===== src/rtl/core/csv_field_splitter_defines.svh =====
// ----------------------------------------------------------------------------
// csv_field_splitter_defines
// Assertion macros shared by the csv field splitter modules.
// ----------------------------------------------------------------------------
`ifndef CSV_FIELD_SPLITTER_DEFINES_SVH
`define CSV_FIELD_SPLITTER_DEFINES_SVH

// same-cycle implication, disabled during reset
`define CSVFS_ASSERT_NOW(label, clk, rst, ante, cons) \
  label: assert property (@(posedge clk) disable iff (rst) (ante) |-> (cons)) \
    else $error("csv field splitter check failed");

// next-cycle implication, disabled during reset
`define CSVFS_ASSERT_NEXT(label, clk, rst, ante, cons) \
  label: assert property (@(posedge clk) disable iff (rst) (ante) |=> (cons)) \
    else $error("csv field splitter check failed");

`endif


===== src/rtl/core/csvfs_pkg.sv =====
// ----------------------------------------------------------------------------
// csvfs_pkg
// Shared types and constants of the csv field splitter.
// ----------------------------------------------------------------------------
package csvfs_pkg;

  localparam logic [7:0] Apostrophe     = 8'h27;
  localparam logic [7:0] DelimiterReset = 8'd44;
  localparam logic [7:0] QuoteReset     = 8'd34;

  localparam int QueueDepth = 4;

  localparam int CfgIdxW  = 1;
  localparam int CfgDataW = 8;

  localparam logic [CfgIdxW-1:0] RegDelimiter = 1'b0;
  localparam logic [CfgIdxW-1:0] RegQuote     = 1'b1;

  // one classified transaction: bytes to give out, then an optional marker
  typedef struct packed {
    logic [7:0] data;
    logic [1:0] bcnt;
    logic       marker;
    logic       rec_end;
  } cmd_t;

endpackage


===== src/rtl/core/csvfs_front.sv =====
// ----------------------------------------------------------------------------
// csvfs_front
// Accepts record bytes, tracks quote state and classifies each transaction
// into a command for the output sequencer.
// ----------------------------------------------------------------------------
module csvfs_front (
  input  logic                              clk,
  input  logic                              rst,
  input  logic                              cfg_we,
  input  logic [csvfs_pkg::CfgIdxW-1:0]     cfg_index,
  input  logic [csvfs_pkg::CfgDataW-1:0]    cfg_data,
  input  logic                              s_tvalid,
  output logic                              s_tready,
  input  logic [7:0]                        s_tdata,
  input  logic [0:0]                        s_tuser,
  input  logic                              q_full,
  output logic                              push,
  output csvfs_pkg::cmd_t                   cmd
);
  import csvfs_pkg::*;

  logic [7:0] delimiter_char;
  logic [7:0] quote_char;
  logic       quote_parity, quote_parity_next;
  logic       at_field_start, at_field_start_next;
  logic       field_quoted, field_quoted_next;
  logic       pending_valid, pending_valid_next;
  logic [7:0] pending_byte, pending_byte_next;
  logic       accept;
  logic       is_q;
  logic       is_d;
  logic       par_n;
  cmd_t       cmd_next;

  function automatic cmd_t make_cmd(logic [7:0] b, logic has, logic mk, logic re);
    cmd_t c;
    c.data    = b;
    c.bcnt    = has ? ((b == Apostrophe) ? 2'd2 : 2'd1) : 2'd0;
    c.marker  = mk;
    c.rec_end = re;
    return c;
  endfunction

  assign s_tready = !q_full;
  assign accept   = s_tvalid && s_tready;
  assign is_q     = (s_tdata == quote_char);
  assign is_d     = (s_tdata == delimiter_char);
  assign par_n    = quote_parity ^ is_q;

  always_comb begin
    quote_parity_next   = quote_parity;
    at_field_start_next = at_field_start;
    field_quoted_next   = field_quoted;
    pending_valid_next  = pending_valid;
    pending_byte_next   = pending_byte;
    cmd_next            = make_cmd(8'd0, 1'b0, 1'b0, 1'b0);
    if (accept) begin
      if (s_tuser[0] || (is_d && !is_q && !par_n)) begin
        cmd_next = make_cmd(pending_byte, pending_valid && (pending_byte != quote_char),
                            1'b1, s_tuser[0]);
        quote_parity_next   = 1'b0;
        at_field_start_next = 1'b1;
        field_quoted_next   = 1'b0;
        pending_valid_next  = 1'b0;
        pending_byte_next   = 8'd0;
      end else begin
        quote_parity_next = par_n;
        if (at_field_start) begin
          at_field_start_next = 1'b0;
          if (is_q) begin
            field_quoted_next = 1'b1;
          end else begin
            cmd_next = make_cmd(s_tdata, 1'b1, 1'b0, 1'b0);
          end
        end else if (field_quoted) begin
          cmd_next           = make_cmd(pending_byte, pending_valid, 1'b0, 1'b0);
          pending_byte_next  = s_tdata;
          pending_valid_next = 1'b1;
        end else begin
          cmd_next = make_cmd(s_tdata, 1'b1, 1'b0, 1'b0);
        end
      end
    end
  end

  assign cmd  = cmd_next;
  assign push = accept && (cmd_next.marker || (cmd_next.bcnt != 2'd0));

  always_ff @(posedge clk) begin
    if (rst) begin
      delimiter_char <= DelimiterReset;
      quote_char     <= QuoteReset;
      quote_parity   <= 1'b0;
      at_field_start <= 1'b1;
      field_quoted   <= 1'b0;
      pending_valid  <= 1'b0;
      pending_byte   <= 8'd0;
    end else begin
      if (cfg_we) begin
        case (cfg_index)
          RegDelimiter: delimiter_char <= cfg_data[7:0];
          RegQuote:     quote_char     <= cfg_data[7:0];
          default:      ;
        endcase
      end
      quote_parity   <= quote_parity_next;
      at_field_start <= at_field_start_next;
      field_quoted   <= field_quoted_next;
      pending_valid  <= pending_valid_next;
      pending_byte   <= pending_byte_next;
    end
  end

endmodule


===== src/rtl/core/csvfs_queue.sv =====
// ----------------------------------------------------------------------------
// csvfs_queue
// Short command queue between the classifier and the output sequencer.
// ----------------------------------------------------------------------------
module csvfs_queue #(
  parameter int Depth = csvfs_pkg::QueueDepth
) (
  input  logic            clk,
  input  logic            rst,
  input  logic            push,
  input  csvfs_pkg::cmd_t wr_cmd,
  output logic            full,
  input  logic            pop,
  output csvfs_pkg::cmd_t rd_cmd,
  output logic            empty
);
  import csvfs_pkg::*;
  `include "csv_field_splitter_defines.svh"

  localparam int PtrW = (Depth > 1) ? $clog2(Depth) : 1;
  localparam int CntW = $clog2(Depth + 1);
  localparam logic [PtrW-1:0] LastPtr = PtrW'(Depth - 1);
  localparam logic [CntW-1:0] FullCnt = CntW'(Depth);

  cmd_t            slots [Depth];
  logic [PtrW-1:0] wr_ptr;
  logic [PtrW-1:0] rd_ptr;
  logic [CntW-1:0] count;
  logic            do_push;
  logic            do_pop;

  assign full    = (count == FullCnt);
  assign empty   = (count == '0);
  assign do_push = push && !full;
  assign do_pop  = pop && !empty;
  assign rd_cmd  = slots[rd_ptr];

  always_ff @(posedge clk) begin
    if (do_push) begin
      slots[wr_ptr] <= wr_cmd;
    end
  end

  always_ff @(posedge clk) begin
    if (rst) begin
      wr_ptr <= '0;
      rd_ptr <= '0;
      count  <= '0;
    end else begin
      if (do_push) begin
        wr_ptr <= (wr_ptr == LastPtr) ? '0 : wr_ptr + 1'b1;
      end
      if (do_pop) begin
        rd_ptr <= (rd_ptr == LastPtr) ? '0 : rd_ptr + 1'b1;
      end
      case ({do_push, do_pop})
        2'b10:   count <= count + 1'b1;
        2'b01:   count <= count - 1'b1;
        default: count <= count;
      endcase
    end
  end

  `CSVFS_ASSERT_NOW(a_no_push_full, clk, rst, push, !full)
  `CSVFS_ASSERT_NOW(a_count_bound, clk, rst, 1'b1, count <= FullCnt)
  `CSVFS_ASSERT_NEXT(a_push_fills, clk, rst, do_push && !do_pop, !empty)

endmodule


===== src/rtl/core/csvfs_back.sv =====
// ----------------------------------------------------------------------------
// csvfs_back
// Expands queued commands into result transactions, one per cycle while the
// output is not stalled, through a registered output stage.
// ----------------------------------------------------------------------------
module csvfs_back (
  input  logic            clk,
  input  logic            rst,
  input  csvfs_pkg::cmd_t q_cmd,
  input  logic            q_empty,
  output logic            pop,
  output logic            m_tvalid,
  input  logic            m_tready,
  output logic [7:0]      m_tdata,
  output logic [1:0]      m_tuser,
  output logic            m_tlast
);
  import csvfs_pkg::*;
  `include "csv_field_splitter_defines.svh"

  logic [7:0] cur_byte;
  logic [1:0] cur_bcnt;
  logic       cur_mk;
  logic       cur_re;
  logic       cur_empty;
  logic       out_free;
  logic       out_load;
  logic       last_unit;

  assign cur_empty = (cur_bcnt == 2'd0) && !cur_mk;
  assign out_free  = !m_tvalid || m_tready;
  assign out_load  = out_free && !cur_empty;
  assign last_unit = ((cur_bcnt == 2'd1) && !cur_mk) || ((cur_bcnt == 2'd0) && cur_mk);
  assign pop       = (cur_empty || (out_load && last_unit)) && !q_empty;

  always_ff @(posedge clk) begin
    if (rst) begin
      cur_bcnt <= 2'd0;
      cur_mk   <= 1'b0;
      m_tvalid <= 1'b0;
    end else begin
      if (out_load) begin
        m_tvalid <= 1'b1;
        if (cur_bcnt != 2'd0) begin
          m_tdata <= cur_byte;
          m_tuser <= 2'b01;
          m_tlast <= 1'b0;
        end else begin
          m_tdata <= 8'd0;
          m_tuser <= 2'b10;
          m_tlast <= cur_re;
        end
      end else if (m_tready) begin
        m_tvalid <= 1'b0;
      end
      if (pop) begin
        cur_byte <= q_cmd.data;
        cur_bcnt <= q_cmd.bcnt;
        cur_mk   <= q_cmd.marker;
        cur_re   <= q_cmd.rec_end;
      end else if (out_load) begin
        if (cur_bcnt != 2'd0) begin
          cur_bcnt <= cur_bcnt - 2'd1;
        end else begin
          cur_mk <= 1'b0;
        end
      end
    end
  end

  `CSVFS_ASSERT_NOW(a_marker_no_byte, clk, rst, m_tvalid && m_tuser[1],
                    !m_tuser[0] && (m_tdata == 8'd0))
  `CSVFS_ASSERT_NOW(a_last_on_marker, clk, rst, m_tvalid && m_tlast, m_tuser[1])
  `CSVFS_ASSERT_NOW(a_pop_when_done, clk, rst, pop && !cur_empty, out_load && last_unit)

endmodule


===== src/rtl/core/csv_field_splitter.sv =====
// Datapath: command queue, current-command register, then the output register.
// Throughput: one result per cycle at the output register while m_tready
// holds and commands are queued; an item gives 0 to 3 results.
// Input is taken every cycle while the 4-entry command queue has room.
// Reset (rst, synchronous): registers return to comma and double quote,
// field state to start of field, queue and output empty.
// ----------------------------------------------------------------------------
// csv_field_splitter
// Splits a byte stream of CSV records into field bytes with field and record
// end markers, handling enclosing quotes and apostrophe doubling.
// ----------------------------------------------------------------------------
module csv_field_splitter #(
  parameter int QueueDepth = csvfs_pkg::QueueDepth
) (
  input  logic                           clk,
  input  logic                           rst,
  input  logic                           cfg_we,
  input  logic [csvfs_pkg::CfgIdxW-1:0]  cfg_index,
  input  logic [csvfs_pkg::CfgDataW-1:0] cfg_data,
  input  logic                           s_tvalid,
  output logic                           s_tready,
  input  logic [7:0]                     s_tdata,   // [7:0] data_byte
  input  logic [0:0]                     s_tuser,   // [0] opcode
  output logic                           m_tvalid,
  input  logic                           m_tready,
  output logic [7:0]                     m_tdata,   // [7:0] out_byte
  output logic [1:0]                     m_tuser,   // [0] has_byte, [1] field_end
  output logic                           m_tlast    // record_end
);
  import csvfs_pkg::*;

  cmd_t wr_cmd;
  cmd_t rd_cmd;
  logic push;
  logic pop;
  logic q_full;
  logic q_empty;

  csvfs_front u_front (
    .clk       (clk),
    .rst       (rst),
    .cfg_we    (cfg_we),
    .cfg_index (cfg_index),
    .cfg_data  (cfg_data),
    .s_tvalid  (s_tvalid),
    .s_tready  (s_tready),
    .s_tdata   (s_tdata),
    .s_tuser   (s_tuser),
    .q_full    (q_full),
    .push      (push),
    .cmd       (wr_cmd)
  );

  csvfs_queue #(
    .Depth (QueueDepth)
  ) u_queue (
    .clk    (clk),
    .rst    (rst),
    .push   (push),
    .wr_cmd (wr_cmd),
    .full   (q_full),
    .pop    (pop),
    .rd_cmd (rd_cmd),
    .empty  (q_empty)
  );

  csvfs_back u_back (
    .clk      (clk),
    .rst      (rst),
    .q_cmd    (rd_cmd),
    .q_empty  (q_empty),
    .pop      (pop),
    .m_tvalid (m_tvalid),
    .m_tready (m_tready),
    .m_tdata  (m_tdata),
    .m_tuser  (m_tuser),
    .m_tlast  (m_tlast)
  );

endmodule

===== config.mk =====
export PLATFORM = sky130hd
export DESIGN_NAME = csv_field_splitter
export DESIGN_NICKNAME = d
export VERILOG_FILES = /design/src/rtl/core/csvfs_pkg.sv /design/src/rtl/core/csvfs_front.sv /design/src/rtl/core/csvfs_queue.sv /design/src/rtl/core/csvfs_back.sv /design/src/rtl/core/csv_field_splitter.sv
export VERILOG_INCLUDE_DIRS = /design/src /design/src/rtl/core
export SDC_FILE = /design/constraint.sdc
export NUM_CORES = 1
export LEC_CHECK = 0
export ABC_CLOCK_PERIOD_IN_PS = 3800
export CELL_PAD_IN_SITES_DETAIL_PLACEMENT = 0
export CELL_PAD_IN_SITES_GLOBAL_PLACEMENT = 2
export CORE_UTILIZATION = 46
export DETAILED_ROUTE_END_ITERATION = 7
export DONT_BUFFER_PORTS = 1
export MAX_ROUTING_LAYER = met4
export PLACE_DENSITY_LB_ADDON = 0.1
export RECOVER_POWER = 100
export SLEW_MARGIN = 20
export SYNTH_ARGS = -nofsm -noshare
export SYNTH_HDL_FRONTEND = slang
export SYNTH_SLANG_ARGS = --single-unit

===== constraint.sdc =====
create_clock -name clk -period 3.8 [get_ports clk]
set_input_delay 0.19 -clock clk [delete_from_list [all_inputs] [get_ports clk]]
set_output_delay 0.19 -clock clk [all_outputs]
set_load 0.05 [all_outputs]

==> flow_summary.ini <==
[timing]
rsz0062_at_grt = no
layout_setup_ws_ns = 0.559
fin_skew_ns = 0.0182
tns_ns = 0
finalHoldViolations = 0
fin_crit_sh_pct = 85.3
slew_headroom_pct = 32.5
finalSetupViolCount = 0
drv_slew = 0
period_minus_slack_ns = 3.24
fmax_mhz = 309
worst_pin_slew_ns = 1.01

[run_status]
status = complete, no violations

[die]
die_h_um = 106
row_count = 37
start_util_pct = 48.0
dieArea_mm2 = 0.0113
die_x_um = 106
core_mm2 = 0.0104
io_pins = 36

[logic_synthesis]
synth_warnings = 0
ys_ff_latch = 109
synth_edf_count = 68
synthTopCellsByCount = edfxtp_1, nand2_1, dfxtp_1
synth_fp_nets = 451
synth.yosys.seq_area_share_pct = 57.3
synth.most_common_cell = edfxtp_1
synth_largest_area_cell = edfxtp_1
async_flop_share_pct = 0
synth_cells = 419
yosys-top-cells-area = edfxtp_1, dfxtp_1, mux4_2, nand2_1, mux2i_1
synth_area_mm2 = 0.00500
synthDistinctLibCells = 53
dominantRegCellSynth = edfxtp_1
syn_area_per_cell_um2 = 11.9
synth_top_area_share_pct = 40.9

[cells_and_area]
fin_nets = 464
fin_area_mm2 = 0.00546
seqCellArea_mm2 = 0.00286
areaGrowthSynthToFinish_pct = 9.24
drive_above_1_share_pct = 8.24
multi_input_area_mm2 = 0.00196
fill_cells = 922
diodes = 0

[clock_tree]
clk_path_buf_depth = 2
cts_tree = yes
clkSlewWorstSetupHoldPaths_ns = 0.11
root_buffer = clkbuf_8
cts_setup_buffers = 0
cts.sinks = 109
cts_buffers = 9
h-tree-depth = 3
clkLatencyLatePin_ns = 0.38

[power]
leakagePower_nw = 1.90
p_sw_share_pct = 34.4
combPwrFrac_pct = 21.7
p_clk_share_pct = 22.8
p_sw_w = 0.00108
ir_drop_v = 0.000221
cell_internal_pwr_w = 0.00205
pwr-share-seq_pct = 55.5
power_density_mw_per_mm2 = 573
power_w = 0.00313

[placed_design]
preCtsSetupSlack_ns = 0.770
placed_area_mm2 = 0.00510
portBuffers = 0
place_congestion = 0.753
post-dp-hpwl_um = 6960

[worst_setup_path]
slowest_stage = nor4_1
cp_cell_sequence = xor2_2 > nor4_1 > clkbuf_1 > nand2_2 > a21o_1 > a221oi_1
crit_buf_inv = 1
path_max_fanout = 14
r2r_cells = 6
slowest_delay_ns = 0.74
path_delay_family = compound AO/OA/AOI/OAI gates
criticalPathCategory = register to register
crit_required_ns = 3.91
crit_path_end_kind = register
crit_arrival_ns = 3.35
worstSetupStartpointType = register
crit_cells = 6

[drt]
routed_wl_um = 9910
drt_iter0_drc = 103
avgViaCountPerCell = 5.39
drtAntennaViolNets = 0
routedWlPerCell_um = 17.3
remaining_drc_errors = 0
dr.pass1.iters = 4
vias = 3086

[hold_path]
holdPathStages = 2
min_path_type = input pin to register

[global_routing]
antenna_found_initial = 0
grtUsageTotal_pct = 19.8
grt_pass1_vias = 3091
grt_overflow = 0
grt_max_degree = 25
grt_pass1_wl_um = 16200

[flow_run]
cap_violations = 0
[per-stage QoR]
stage	util (%)	cells	hold slack [ns]
after global placement	49.0	538	0.262
after detailed placement	49.0	538	0.264
after CTS	52.8	573	0.00135
after floorplan	-	419	0.314
final	52.4	573	0.0153
after global routing	52.4	573	0.0308
[logic make-up (layout without fill, tap and decap cells)]
family	after synthesis	count (layout)	synth area share [%]
AND/OR/NAND/NOR	142	142	14.3
flip-flops	109	109	57.3
adder cells (fa/ha/maj)	9	9	2.40
XOR/XNOR	27	27	5.03
AO/OA/AOI/OAI	66	66	8.67
multiplexers	32	32	9.44
buffers and inverters	34	52	2.83
[placed cells by master (no fill, tap or decap), types with 3 or more instances in the layout]
cell type	Yosys	final
edfxtp_1	68	68
nand2_1	59	59
dfxtp_1	41	41
a21oi_1	29	29
nor2_1	20	20
mux2i_1	19	19
dlygate4sd3_1	0	19
xor2_1	16	16
nor2b_1	12	12
mux4_2	12	12
inv_1	11	11
o21ai_1	10	10
nor3_1	9	9
xnor2_1	9	9
clkbuf_8	0	9
nand3_1	8	8
a22o_1	8	8
ha_1	8	8
and2_0	0	6
nand2b_1	5	5
o21ai_0	4	4
and2_1	9	3
nor4_1	2	3
nand4_1	3	3
clkinv_8	0	3
clkbuf_1	16	3
[metal layers]
metal | GRT usage [%] | wire (um)
met1 | 22.7 | 4240
met4 | 7.44 | 138
met2 | 34.8 | 5200
met3 | 3.19 | 329
met5 | - | 0
[sequential cells by signal, indices dropped and copies added, names as in the netlist, 3 cells and up, named ones only]
name and count:
u_queue.slots 48, u_back.cur_byte 8, u_back.m_tdata 8, u_front.delimiter_char 8
u_front.pending_byte 8, u_front.quote_char 8, u_queue.count 3
[what timing repair did]
action	CTS	global route
endpoints found under the hold margin	39	0
hold buffers	19	0
gates resized for setup	0	0
[power groups by stage]
stage | logic, W | clock network, W | registers (W)
finish | 0.000678 | 0.000714 | 0.00174
floorplan | 0.000581 | 0 | 0.00171
detailed placement | 0.000678 | 0 | 0.00177
CTS | 0.000703 | 0.000738 | 0.00174
global placement | 0.000671 | 0 | 0.00176
global route | 0.000768 | 0.000779 | 0.00177
[final timing paths]
| path | startpoint | end | slack (ns) |
|---|---|---|---|
| setup reg to reg | u_front.quote_char[1]$_SDFFE_PP1P_ | u_queue.slots[2][3]$_DFFE_PP_ | 0.56 |
| hold reg to reg | u_front.delimiter_char[4]$_SDFFE_PP0P_ | u_front.delimiter_char[4]$_SDFFE_PP0P_ | 0.48 |
| setup / recovery | u_front.quote_char[1]$_SDFFE_PP1P_ | u_queue.slots[2][3]$_DFFE_PP_ | 0.56 |
| hold / removal | rst | u_queue.wr_ptr[0]$_SDFFE_PP0P_ | 0.02 |
[cell type report]
type	count	area share, %
tap	136	3.12
timing repair buffer	23	3.83
inverter	13	0.894
sequential	109	52.5
clock buffer	9	2.27
clock inverter	7	1.56
multi-input combinational	276	35.9
Power figures use the tool's default switching activity.
